<file path="config.mk">
export PLATFORM = sky130hd
export DESIGN_NAME = remote_code_table_flat
export DESIGN_NICKNAME = d
export VERILOG_FILES = /design/src/rct_pkg.sv /design/src/rct_if.sv /design/src/rct_ram.sv /design/src/rct_ctrl.sv /design/src/rct_dp.sv /design/src/remote_code_table.sv /design/src/flat_wrapper.sv
export VERILOG_INCLUDE_DIRS = /design/src /design/src/src
export SDC_FILE = /design/constraint.sdc
export NUM_CORES = 2
export LEC_CHECK = 0
export BUFFER_PORTS_ARGS = -buffer_cell sky130_fd_sc_hd__buf_4
export CORE_ASPECT_RATIO = 1.2
export CORE_UTILIZATION = 55
export DETAILED_ROUTE_END_ITERATION = 16
export PLACE_DENSITY = 0.74
export SYNTH_ARGS = -nofsm -noshare
export SYNTH_HDL_FRONTEND = slang
export SYNTH_SLANG_ARGS = --single-unit
</file>
<file path="constraint.sdc">
create_clock -name clk_i -period 6.4 [get_ports clk_i]
set_clock_uncertainty 0.2 [all_clocks]
set_input_delay 0.96 -clock clk_i [delete_from_list [all_inputs] [get_ports clk_i]]
set_output_delay 0.96 -clock clk_i [all_outputs]
set_load 0.05 [all_outputs]
</file>
<file path="src/assert_macros.svh">
// ----------------------------------------------------------------------------
// assert_macros.svh
// Assertion shorthands, clocked on clk_i and disabled while rst_ni is low.
// ----------------------------------------------------------------------------
`ifndef ASSERT_MACROS_SVH
`define ASSERT_MACROS_SVH

// Property must hold at every clock edge outside reset
`define ASSERT_PROP(label, prop, msg) \
  label: assert property (@(posedge clk_i) disable iff (!rst_ni) (prop)) else $error(msg);

// Expression must never be true outside reset
`define ASSERT_NEVER(label, expr, msg) \
  label: assert property (@(posedge clk_i) disable iff (!rst_ni) !(expr)) else $error(msg);

`endif

</file>
<file path="src/rct_pkg.sv">
// ----------------------------------------------------------------------------
// rct_pkg
// Shared widths, operation codes and control structs of the remote code table.
// ----------------------------------------------------------------------------
package rct_pkg;

  localparam int unsigned OP_W    = 2;
  localparam int unsigned ID_W    = 64;
  localparam int unsigned ACT_W   = 4;
  localparam int unsigned ENTRY_W = ID_W + ACT_W;

  typedef enum logic [OP_W-1:0] {
    OP_ADD    = 2'd0,
    OP_REMOVE = 2'd1,
    OP_CHECK  = 2'd2,
    OP_NEXT   = 2'd3
  } rct_op_e;

  // Commands from controller to datapath
  typedef struct packed {
    logic load;      // capture request, rewind scan
    logic scan;      // issue read of current slot, advance
    logic commit;    // apply table update
    logic rsp_load;  // load result into output register
  } rct_cmd_t;

  // Status from datapath to controller
  typedef struct packed {
    logic scan_last; // current read address is the last slot
  } rct_sts_t;

endpackage

</file>
<file path="src/rct_if.sv">
// ----------------------------------------------------------------------------
// rct_if
// Valid/ready channels for requests and results of the remote code table.
// ----------------------------------------------------------------------------
interface rct_req_if import rct_pkg::*; ();
  logic               valid;
  logic               ready;
  logic [OP_W-1:0]    req_type;
  logic [ID_W-1:0]    rf_code;
  logic [ACT_W-1:0]   action_code;

  modport source (output valid, output req_type, output rf_code, output action_code,
                  input ready);
  modport sink   (input valid, input req_type, input rf_code, input action_code,
                  output ready);
endinterface

interface rct_rsp_if import rct_pkg::*; ();
  logic               valid;
  logic               ready;
  logic               hit;
  logic [ID_W-1:0]    next_code;

  modport source (output valid, output hit, output next_code, input ready);
  modport sink   (input valid, input hit, input next_code, output ready);
endinterface

</file>
<file path="src/rct_ram.sv">
// ----------------------------------------------------------------------------
// rct_ram
// Generic single-write, single-read RAM with registered read data.
// ----------------------------------------------------------------------------
module rct_ram #(
  parameter int unsigned WIDTH = 8,
  parameter int unsigned DEPTH = 16,
  localparam int unsigned AW   = (DEPTH > 1) ? $clog2(DEPTH) : 1
) (
  input  logic             clk_i,
  input  logic             we_i,
  input  logic [AW-1:0]    waddr_i,
  input  logic [WIDTH-1:0] wdata_i,
  input  logic [AW-1:0]    raddr_i,
  output logic [WIDTH-1:0] rdata_o
);

  logic [WIDTH-1:0] mem_q [DEPTH];

  // Write port
  always_ff @(posedge clk_i) begin
    if (we_i) begin
      mem_q[waddr_i] <= wdata_i;
    end
  end

  // Registered read port
  always_ff @(posedge clk_i) begin
    rdata_o <= mem_q[raddr_i];
  end

endmodule

</file>
<file path="src/rct_ctrl.sv">
// ----------------------------------------------------------------------------
// rct_ctrl
// Request sequencer: accept, scan all slots, drain, commit, hand over result.
// ----------------------------------------------------------------------------
module rct_ctrl import rct_pkg::*; (
  input  logic     clk_i,
  input  logic     rst_ni,
  input  logic     req_valid_i,
  output logic     req_ready_o,
  output logic     rsp_valid_o,
  input  logic     rsp_ready_i,
  output rct_cmd_t cmd_o,
  input  rct_sts_t sts_i
);

  typedef enum logic [4:0] {
    ST_IDLE   = 5'b00001,
    ST_SCAN   = 5'b00010,
    ST_DRAIN  = 5'b00100,
    ST_COMMIT = 5'b01000,
    ST_WAIT   = 5'b10000
  } rct_state_e;

  rct_state_e state_q, state_d;
  logic       rsp_valid_q, rsp_valid_d;
  logic       out_free;

  // Output register may take a result when empty or being drained
  assign out_free    = !rsp_valid_q || rsp_ready_i;
  assign req_ready_o = (state_q == ST_IDLE);
  assign rsp_valid_o = rsp_valid_q;

  // Decode commands
  always_comb begin
    cmd_o          = '0;
    cmd_o.load     = (state_q == ST_IDLE) && req_valid_i;
    cmd_o.scan     = (state_q == ST_SCAN);
    cmd_o.commit   = (state_q == ST_COMMIT);
    cmd_o.rsp_load = ((state_q == ST_COMMIT) || (state_q == ST_WAIT)) && out_free;
  end

  // Next state
  always_comb begin
    state_d = state_q;
    unique case (state_q)
      ST_IDLE:   if (req_valid_i) state_d = ST_SCAN;
      ST_SCAN:   if (sts_i.scan_last) state_d = ST_DRAIN;
      ST_DRAIN:  state_d = ST_COMMIT;
      ST_COMMIT: state_d = out_free ? ST_IDLE : ST_WAIT;
      ST_WAIT:   if (out_free) state_d = ST_IDLE;
      default:   state_d = ST_IDLE;
    endcase
  end

  // Output valid: set on load, drop once taken, otherwise hold
  always_comb begin
    rsp_valid_d = rsp_valid_q;
    priority if (cmd_o.rsp_load) begin
      rsp_valid_d = 1'b1;
    end else if (rsp_ready_i) begin
      rsp_valid_d = 1'b0;
    end else begin
      rsp_valid_d = rsp_valid_q;
    end
  end

  always_ff @(posedge clk_i or negedge rst_ni) begin
    if (!rst_ni) begin
      state_q     <= ST_IDLE;
      rsp_valid_q <= 1'b0;
    end else begin
      state_q     <= state_d;
      rsp_valid_q <= rsp_valid_d;
    end
  end

endmodule

</file>
<file path="src/rct_dp.sv">
// ----------------------------------------------------------------------------
// rct_dp
// Datapath: request capture, slot scan trackers, valid bits, table update and
// result register.
// ----------------------------------------------------------------------------
module rct_dp import rct_pkg::*; #(
  parameter int unsigned NUM_SLOTS = 16,
  localparam int unsigned AW       = (NUM_SLOTS > 1) ? $clog2(NUM_SLOTS) : 1
) (
  input  logic               clk_i,
  input  logic               rst_ni,
  input  rct_cmd_t           cmd_i,
  output rct_sts_t           sts_o,
  // request payload
  input  logic [OP_W-1:0]    req_type_i,
  input  logic [ID_W-1:0]    rf_code_i,
  input  logic [ACT_W-1:0]   action_code_i,
  // table RAM
  output logic               ram_we_o,
  output logic [AW-1:0]      ram_waddr_o,
  output logic [ENTRY_W-1:0] ram_wdata_o,
  output logic [AW-1:0]      ram_raddr_o,
  input  logic [ENTRY_W-1:0] ram_rdata_i,
  // result payload
  output logic               hit_o,
  output logic [ID_W-1:0]    next_code_o
);

  localparam logic [AW-1:0] LastSlot = AW'(NUM_SLOTS - 1);

  // Captured request
  rct_op_e          op_q;
  logic [ID_W-1:0]  code_q;
  logic [ACT_W-1:0] act_q;

  // Scan address and read pipeline
  logic [AW-1:0]    addr_q;
  logic [AW-1:0]    rd_idx_q;
  logic             rd_vld_q;
  logic             rd_slot_vld_q;
  logic [ID_W-1:0]  rd_id;

  // Valid bits: an entry not valid reads as a free slot
  logic [NUM_SLOTS-1:0] slot_vld_q;

  // Trackers
  logic             free_found_q;
  logic [AW-1:0]    free_idx_q;
  logic             match_found_q;
  logic [AW-1:0]    match_idx_q;
  logic [ID_W-1:0]  cand_q;      // first nonzero id after latest match
  logic [ID_W-1:0]  first_nz_q;  // first nonzero id overall

  logic             id_is_code;
  logic             id_is_zero;
  logic             hit_d;
  logic [ID_W-1:0]  next_d;

  assign sts_o.scan_last = (addr_q == LastSlot);
  assign ram_raddr_o     = addr_q;

  // Capture request payload
  always_ff @(posedge clk_i) begin
    if (cmd_i.load) begin
      op_q   <= rct_op_e'(req_type_i);
      code_q <= rf_code_i;
      act_q  <= action_code_i;
    end
  end

  // Advance scan address, track the slot the read data belongs to
  always_ff @(posedge clk_i or negedge rst_ni) begin
    if (!rst_ni) begin
      addr_q   <= '0;
      rd_vld_q <= 1'b0;
    end else begin
      rd_vld_q <= cmd_i.scan;
      if (cmd_i.load) begin
        addr_q <= '0;
      end else if (cmd_i.scan) begin
        addr_q <= addr_q + AW'(1);
      end
    end
  end

  always_ff @(posedge clk_i) begin
    rd_idx_q      <= addr_q;
    rd_slot_vld_q <= slot_vld_q[addr_q];
  end

  assign rd_id      = rd_slot_vld_q ? ram_rdata_i[ID_W-1:0] : '0;
  assign id_is_code = (rd_id == code_q);
  assign id_is_zero = (rd_id == '0);

  // Update trackers on each returned slot
  always_ff @(posedge clk_i) begin
    if (cmd_i.load) begin
      free_found_q  <= 1'b0;
      free_idx_q    <= '0;
      match_found_q <= 1'b0;
      match_idx_q   <= '0;
      cand_q        <= '0;
      first_nz_q    <= '0;
    end else if (rd_vld_q) begin
      if (id_is_zero && !free_found_q) begin
        free_found_q <= 1'b1;
        free_idx_q   <= rd_idx_q;
      end
      if (id_is_code && !match_found_q) begin
        match_found_q <= 1'b1;
        match_idx_q   <= rd_idx_q;
      end
      priority if (id_is_code) begin
        cand_q <= '0;
      end else if (!id_is_zero && (cand_q == '0)) begin
        cand_q <= rd_id;
      end else begin
        cand_q <= cand_q;
      end
      if (!id_is_zero && (first_nz_q == '0)) begin
        first_nz_q <= rd_id;
      end
    end
  end

  // Apply table update: add writes the entry, remove frees it
  assign ram_we_o    = cmd_i.commit && (op_q == OP_ADD) && free_found_q;
  assign ram_waddr_o = free_idx_q;
  assign ram_wdata_o = {act_q, code_q};

  always_ff @(posedge clk_i or negedge rst_ni) begin
    if (!rst_ni) begin
      slot_vld_q <= '0;
    end else if (cmd_i.commit) begin
      if ((op_q == OP_ADD) && free_found_q) begin
        slot_vld_q[free_idx_q] <= 1'b1;
      end else if ((op_q == OP_REMOVE) && match_found_q) begin
        slot_vld_q[match_idx_q] <= 1'b0;
      end
    end
  end

  // Form result
  always_comb begin
    hit_d  = 1'b0;
    next_d = '0;
    unique case (op_q)
      OP_ADD:    hit_d = free_found_q;
      OP_REMOVE: hit_d = 1'b0;
      OP_CHECK:  hit_d = match_found_q;
      OP_NEXT:   next_d = ((code_q != '0) && match_found_q) ? cand_q : first_nz_q;
      default:   hit_d = 1'b0;
    endcase
  end

  // Result register
  always_ff @(posedge clk_i) begin
    if (cmd_i.rsp_load) begin
      hit_o       <= hit_d;
      next_code_o <= next_d;
    end
  end

endmodule

</file>
<file path="src/remote_code_table.sv">
// ----------------------------------------------------------------------------
// remote_code_table
// Table of radio remote codes with add, remove, check and next operations.
// ----------------------------------------------------------------------------
// Each request returns one result. The table lives in a RAM with one read
// port; every request reads all NUM_SLOTS slots, one per cycle, then handles
// the last read data in a drain state and applies the update in a commit
// state, which also loads the output register. No new request is accepted
// before the current one has been committed. A new request is accepted even
// while the previous result still waits in the output register, but its own
// result is loaded only once that register is free, and the sequencer holds
// off further requests until then. Reset clears the table at once through
// per-slot valid bits; no clearing pass is needed.
module remote_code_table import rct_pkg::*; #(
  parameter int unsigned NUM_SLOTS = 16
) (
  input  logic      clk_i,
  input  logic      rst_ni,
  rct_req_if.sink   req_i,
  rct_rsp_if.source rsp_o
);

  localparam int unsigned AW = (NUM_SLOTS > 1) ? $clog2(NUM_SLOTS) : 1;

  rct_cmd_t           cmd;
  rct_sts_t           sts;
  logic               ram_we;
  logic [AW-1:0]      ram_waddr;
  logic [ENTRY_W-1:0] ram_wdata;
  logic [AW-1:0]      ram_raddr;
  logic [ENTRY_W-1:0] ram_rdata;

  // Sequencer
  rct_ctrl u_ctrl (
    .clk_i       (clk_i),
    .rst_ni      (rst_ni),
    .req_valid_i (req_i.valid),
    .req_ready_o (req_i.ready),
    .rsp_valid_o (rsp_o.valid),
    .rsp_ready_i (rsp_o.ready),
    .cmd_o       (cmd),
    .sts_i       (sts)
  );

  // Datapath
  rct_dp #(
    .NUM_SLOTS (NUM_SLOTS)
  ) u_dp (
    .clk_i         (clk_i),
    .rst_ni        (rst_ni),
    .cmd_i         (cmd),
    .sts_o         (sts),
    .req_type_i    (req_i.req_type),
    .rf_code_i     (req_i.rf_code),
    .action_code_i (req_i.action_code),
    .ram_we_o      (ram_we),
    .ram_waddr_o   (ram_waddr),
    .ram_wdata_o   (ram_wdata),
    .ram_raddr_o   (ram_raddr),
    .ram_rdata_i   (ram_rdata),
    .hit_o         (rsp_o.hit),
    .next_code_o   (rsp_o.next_code)
  );

  // Slot store: id and action per slot
  rct_ram #(
    .WIDTH (ENTRY_W),
    .DEPTH (NUM_SLOTS)
  ) u_ram (
    .clk_i   (clk_i),
    .we_i    (ram_we),
    .waddr_i (ram_waddr),
    .wdata_i (ram_wdata),
    .raddr_i (ram_raddr),
    .rdata_o (ram_rdata)
  );

  // Checks on the sequencing
  `include "assert_macros.svh"

  `ASSERT_NEVER(a_accept_during_scan, req_i.ready && cmd.scan, "request taken mid-scan")
  `ASSERT_PROP(a_scan_stops, (cmd.scan && sts.scan_last) |=> !cmd.scan, "scan overran table")
  `ASSERT_PROP(a_rsp_loaded, cmd.rsp_load |=> rsp_o.valid, "loaded result not presented")

endmodule

</file>
<file path="src/flat_wrapper.sv">
// flat-port wrapper written by rule: the top's interface ports become plain ports
module remote_code_table_flat import rct_pkg::*;
#(
  parameter int unsigned NUM_SLOTS = 16
)
  (clk_i, rst_ni, req_i_valid, req_i_req_type, req_i_rf_code, req_i_action_code, req_i_ready, rsp_o_valid, rsp_o_hit, rsp_o_next_code, rsp_o_ready);
  rct_req_if req_i_i ();
  rct_rsp_if rsp_o_i ();
  input  logic clk_i;
  input  logic rst_ni;
  input wire logic [$bits(req_i_i.valid)-1:0] req_i_valid;
  input wire logic [$bits(req_i_i.req_type)-1:0] req_i_req_type;
  input wire logic [$bits(req_i_i.rf_code)-1:0] req_i_rf_code;
  input wire logic [$bits(req_i_i.action_code)-1:0] req_i_action_code;
  output wire logic [$bits(req_i_i.ready)-1:0] req_i_ready;
  output wire logic [$bits(rsp_o_i.valid)-1:0] rsp_o_valid;
  output wire logic [$bits(rsp_o_i.hit)-1:0] rsp_o_hit;
  output wire logic [$bits(rsp_o_i.next_code)-1:0] rsp_o_next_code;
  input wire logic [$bits(rsp_o_i.ready)-1:0] rsp_o_ready;
  assign req_i_i.valid = req_i_valid;
  assign req_i_i.req_type = req_i_req_type;
  assign req_i_i.rf_code = req_i_rf_code;
  assign req_i_i.action_code = req_i_action_code;
  assign req_i_ready = req_i_i.ready;
  assign rsp_o_valid = rsp_o_i.valid;
  assign rsp_o_hit = rsp_o_i.hit;
  assign rsp_o_next_code = rsp_o_i.next_code;
  assign rsp_o_i.ready = rsp_o_ready;
  remote_code_table #(.NUM_SLOTS(NUM_SLOTS)) u_core (.clk_i(clk_i), .rst_ni(rst_ni), .req_i(req_i_i), .rsp_o(rsp_o_i));
endmodule
</file>
Word level (Yosys, flattened, before mapping)
Memories as Yosys holds them, arrays and structs flattened. A register that Yosys moved wholly into a read port is not among the register bits. Cells that the tools add are included.

Memories: 1. Output and inout bits: 67. Bits in writable memories: 1088. Register bits after elaboration: 305. Input bits: 74. Word-level logic and storage cells: 99.

Memory list: u_core.u_ram.mem_q (words 16, bits a word 68, rd ports 1, clocked after Yosys merged registers in 1, write ports 1, line rct_ram.sv:18) `logic [WIDTH-1:0] mem_q [DEPTH];`.

Muxes and demuxes: 24. Add/sub/neg operators: 1. $lt $le $gt $ge: 5. Eq/ne operators: 13. Reductions and logical operators: 34. Bitwise operators: 3.

Operators with widths (count): 64-bit two-way mux (4); 64-bit logical NOT (3); 64-bit == test (1); 64-bit nonzero test (1); 16-bit two-way mux (2); 5-bit one-hot mux with 5 select lines (1); 5-bit two-way mux (4); 16-bit bitwise AND (1); 16-bit NOT (1); 16-bit bitwise OR (1); 4-bit by 5-bit less-than comparator with 1-bit output (second input constant) (3); 1-bit logical AND (13); 2-bit AND reduction (5); 1-bit demux with 4-bit select (2); 4-bit by 1-bit greater-or-equal comparator with 1-bit output (second input constant) (2); 4-bit two-way mux (2); 2-bit nonzero test (4); 1-bit two-way mux (7); 5-bit by 1-bit == test with 1-bit output (second input constant) (1); 5-bit by 2-bit == test with 1-bit output (second input constant) (1); 5-bit by 3-bit == test with 1-bit output (second input constant) (1); 5-bit by 4-bit == test with 1-bit output (second input constant) (1); 5-bit == test (second input constant) (1); 4-bit by 1-bit adder with 4-bit output (second input constant) (1); 11 further kinds (17).

Logic depth before layout (Yosys ltp)
Word-level depth: 8. Depth in mapped cells: 13. Mapped depth without buffers: 7.

Hierarchy
A second synthesis with hierarchy kept.

Cells, all modules: 2881. Area, all modules: 54886.4 um^2.

By module, submodules not included: rct_ram (area each 41980.3 um^2, cells an instance 1750, instances 1, seq. area each 34032.6 um^2); rct_dp (area each 12517.0 um^2, cells an instance 1090, instances 1, seq. area each 7442.1 um^2); rct_ctrl (area each 389.1 um^2, cells an instance 41, instances 1, seq. area each 151.4 um^2).

Worst setup path after synthesis
OpenSTA, ideal clock, no wires.

Path kind: reg-to-reg. From: register u_core.u_dp.op_q[0]. To: register u_core.u_dp.slot_vld_q[3]. Stages on the path, launching flop included: 6. Library setup time: 82 ps. Path buffers: 0. Required time: 6118 ps. Slack: -233 ps. Period minus slack after synthesis: 6633 ps. Data arrival time: 6351 ps. Path through: edfxtp_1 -> nor3_1 -> and2_1 -> nand3_1 -> nor3_1 -> o32a_1.

Longest elaborated chain between the ends: 4. Elaborated cells on any way between the ends: 7. Those cells by class: 1 x eq/ne; 1 x mux; 5 x reduce/logical.

RTL lines: from (decl) (line rct_dp.sv:32) `rct_op_e op_q;`; from (signal assigned) (line rct_dp.sv:65) `op_q <= rct_op_e'(req_type_i);`; 2-bit by 1-bit == test with 1-bit output or 2-bit logical NOT (tied branches) (line rct_dp.sv:137, rct_dp.sv:135); 1-bit logical AND, on equally long branches (line rct_dp.sv:137, rct_dp.sv:135); 2-bit nonzero test (no line); 2-bit AND reduction (no line); to (signal assigned) (line rct_dp.sv:133) `slot_vld_q <= '0;`; to (signal, indexed assignment) (line rct_dp.sv:136) `slot_vld_q[free_idx_q] <= 1'b1;`; to (signal, indexed assignment) (line rct_dp.sv:138) `slot_vld_q[match_idx_q] <= 1'b0;`; to (decl) (line rct_dp.sv:44) `logic [NUM_SLOTS-1:0] slot_vld_q;`.

Parallel ways exist; a longest one is shown, timed or not. A chain may end at the register's enable or synchronous reset.

Final worst setup path
From: register u_core.u_dp.op_q[0]. To: memory u_core.u_ram.mem_q[9][62] in the netlist's numbering, enable pin.

Longest elaborated chain between the ends: 5.

RTL lines: 2-bit logical NOT (line rct_dp.sv:127) `assign ram_we_o = cmd_i.commit && (op_q == OP_ADD) && free_found_q;`; 1-bit logical AND (2 in series) (line rct_dp.sv:127); 1-bit two-way mux (line rct_ram.sv:22) `if (we_i) begin`; 1-bit two-way mux (not written as such) (line rct_ram.sv:23) `mem_q[waddr_i] <= wdata_i;`; to (decl) (line rct_ram.sv:18).

No other way between the ends.

==> results_dict.tcl <==
set metrics [dict create \
    power_density_nw_per_um2 385 \
    grt_max_degree 142 \
    cp_cell_sequence "nor3_1, and2_1, nand3b_1, nor2_4, buf_4" \
    yosysTopAreaCell "edfxtp_1" \
    ys_async_sr_fraction_pct 1.94 \
    cts_tree "done" \
    synth-edff-count 1155 \
    track_usage_pct 28.4 \
    grt_pass1_vias 28000 \
    cts_max_path_buffers 3 \
    viasPerCell 6.67 \
    drt-pass1-iter-count 6 \
    grt_overflow 0 \
    power_leakage_nw 18.8 \
    grt_setup_unrepaired "no" \
    ys_ff_latch 1389 \
    numCtsBuffers 130 \
    cts-root-buf "clkbuf_16" \
    vias 27900 \
    rows 123 \
    start_util_pct 55.7 \
    synthToLayoutAreaGrowth_pct 13.6 \
    postCtsSetupBuffers 0 \
    drt-wirelength-per-cell_um 32.4 \
    final.min_clock_period_ps 4140 \
    required_ps 6570 \
    synth_nets 2698 \
    drv_slew 0 \
    max-vdd-ir-drop_mv 0.379 \
    worstSetupStartpointType "flip-flop" \
    final_hold_viol_count 0 \
    cap_violations 0 \
    core-area_um2 94000 \
    cts_resized 0 \
    combPwrFrac_pct 15.7 \
    fp.dieArea_um2 96400 \
    io_pins 141 \
    cts.clk_slew.worst_paths_ps 60 \
    post-route-period-util_pct 64.6 \
    synth_most_common_cell "edfxtp_1" \
    tightest_slew_ps 1130 \
    first_iter_violations 3635 \
    ys_top_cells_by_area "edfxtp_1 (66%), mux4_2 (14%), dfxtp_1 (7.9%)" \
    cp_slowest_stage_delay_ps 900 \
    status "completed" \
    p_seq_share_pct 50.1 \
    clk_latency_ps 740 \
    antenna_found_initial 2 \
    hold_path_class "in2reg" \
    yosysSeqAreaShare_pct 75.5 \
    timing_worst_setup_path_type "reg2reg" \
    drive_above_1_share_pct 25.9 \
    drc 0 \
    synthDistinctLibCells 50 \
    clkPwrFrac_pct 34.1 \
    die_w_um 284 \
    grt_pass1_wl_mm 195 \
    dp.cells 3942 \
    dp_hpwl_mm 76.7 \
    endpoint_kind "flip-flop" \
    synth_area_per_cell_um2 20.0 \
    place_congestion 0.962 \
    syn_inst 2623 \
    yosysTopAreaCellShare_pct 66.3 \
    htree_levels 4 \
    yosysWarnings 0 \
    drt-total-wl_mm 136 \
    clkSinkCount 1389 \
    fp.dieH_um 340 \
    relSlewSlack_pct 24.7 \
    nets 2900 \
    cp_slowest_cell "nor3_1" \
    netlist_area_um2 52300 \
    switchingPower_mw 6.13 \
    critical_path.max_fanout 30 \
    io_buffers 136 \
    ant_nets 0 \
    ys.flop_type "edfxtp_1" \
    switching_share_pct 26.8 \
    setup_viol 0 \
    p_int_mw 16.8 \
    fmax_mhz 242 \
    tns_ps 0 \
    instances_no_fill 4185 \
    synth_commonest_cells "edfxtp_1 (1155), mux4_2 (325), dfxtp_1 (207)" \
    cp.arrival_ps 4300 \
]
[logic make-up after synthesis]
group / share of synthesized area [%]
XOR/XNOR: 0.586
AO/OA/AOI/OAI: 3.42
flip-flops: 75.5
buffers and inverters: 1.18
AND/OR/NAND/NOR: 4.02
adder cells (fa/ha/maj): 0.0239
multiplexers: 15.3
[per-stage QoR]
step | hold WS (ps) | util, % | area [µm²] | setup slack, ps | power [mW]
after CTS | 147 | 63.3 | 59500 | 2290 | 23.0
after global routing | 154 | 63.3 | 59500 | 2120 | 23.5
after detailed placement | 279 | 58.6 | 55100 | 2350 | 15.2
after floorplan | 145 | - | 52400 | 1580 | 13.8
after global placement | 264 | 58.6 | 55100 | 2370 | 15.1
final | 188 | 63.3 | 59500 | 2260 | 22.9
[cell type report]
cell class,instances,area [µm²]
Tap cell,1250,1560
Inverter,9,38.8
Sequential cell,1389,39500
Fill cell,6142,34500
Multi-Input combinational cell,1089,12400
Antenna cell,1,2.50
Clock inverter,66,699
Timing Repair Buffer,206,1610
Clock buffer,175,3650
[routing by layer]
layer  share of wire [%]  global-route usage [%]  wire [µm]  up-vias
met1                  38                    38.1      52000    14700
met3                 7.9                    4.87      10800      249
li1                    -                       -          -    11300
met4                 3.6                    10.9       4930        0
met5                   0                       0          0        -
met2                  50                    46.9      68100     1644
[worst max-delay path: cells and delay by family (launching register included)]
kind	cells	cell delay [ps]
and+or+nand+nor	4	2410
DFF	1	450
buffers and inverters	1	650
[power groups by stage]
stage / combinational, mW / clock (mW) / sequential, mW
2_1_floorplan: 2.83 / 0 / 11.0
3_3_place_gp: 3.54 / 0 / 11.6
3_5_place_dp: 3.60 / 0 / 11.6
4_1_cts: 3.65 / 7.89 / 11.4
5_1_grt: 3.81 / 8.24 / 11.5
6_report: 3.61 / 7.82 / 11.5
[final timing paths]
check                                        start                          to  slack [ps]  depth (start not counted)
max                            u_core.u_dp.op_q[0]   u_core.u_ram.mem_q[9][62]        2260                          5
min                              req_i_rf_code[34]      u_core.u_dp.code_q[34]         190                          1
max reg2reg                    u_core.u_dp.op_q[0]   u_core.u_ram.mem_q[9][62]        2260                          5
min reg2reg                u_core.u_dp.rd_idx_q[3]  u_core.u_dp.match_idx_q[3]         280                          2
max in group asynchronous                   rst_ni    u_core.u_ctrl.state_q[0]        5190                          2
min in group asynchronous                   rst_ni  u_core.u_dp.slot_vld_q[11]         490                          2
[repair_timing]
action | in CTS | in global routing
hold buffers | 1 | 0
setup endpoints to repair | 0 | 0
hold endpoints to repair | 26 | 0
[flip-flops by register name, summed over array words and instances (netlist names), 2 cells and up]
signal,cells
u_core.u_dp.ram_waddr_o,4
u_core.u_dp.cand_q,64
u_core.u_dp.op_q,2
u_core.u_ram.mem_q,1024
u_core.u_dp.ram_raddr_o,4
u_core.u_dp.match_idx_q,4
u_core.u_dp.first_nz_q,64
u_core.u_dp.code_q,64
u_core.u_dp.rd_idx_q,4
u_core.u_ctrl.state_q,5
u_core.u_dp.next_code_o,64
u_core.u_dp.slot_vld_q,16
u_core.u_ram.rdata_o,64
[cells in the final DEF (no fill, tap or decap), drive strengths merged, types with 2 or more instances in the layout]
| cell type | count |
|---|---|
| a21oi | 81 |
| a22o | 3 |
| a22oi | 12 |
| a2bb2oi | 30 |
| a31oi | 4 |
| a32o | 66 |
| and2 | 2 |
| and3 | 4 |
| and4 | 4 |
| buf | 205 |
| bufinv | 11 |
| clkbuf | 175 |
| clkinv | 42 |
| clkinvlp | 7 |
| dfrtp | 26 |
| dfxtp | 207 |
| edfxtp | 1155 |
| inv | 15 |
| mux2i | 69 |
| mux4 | 325 |
| nand2 | 21 |
| nand2b | 9 |
| nand3 | 4 |
| nand4 | 57 |
| nand4b | 32 |
| nor2 | 201 |
| nor2b | 2 |
| nor3 | 10 |
| nor3b | 2 |
| nor4 | 55 |
| o21ai | 41 |
| o22a | 3 |
| o32a | 5 |
| or3 | 2 |
| xnor2 | 32 |
| xor2 | 3 |
Power figures use the tool's default switching activity.
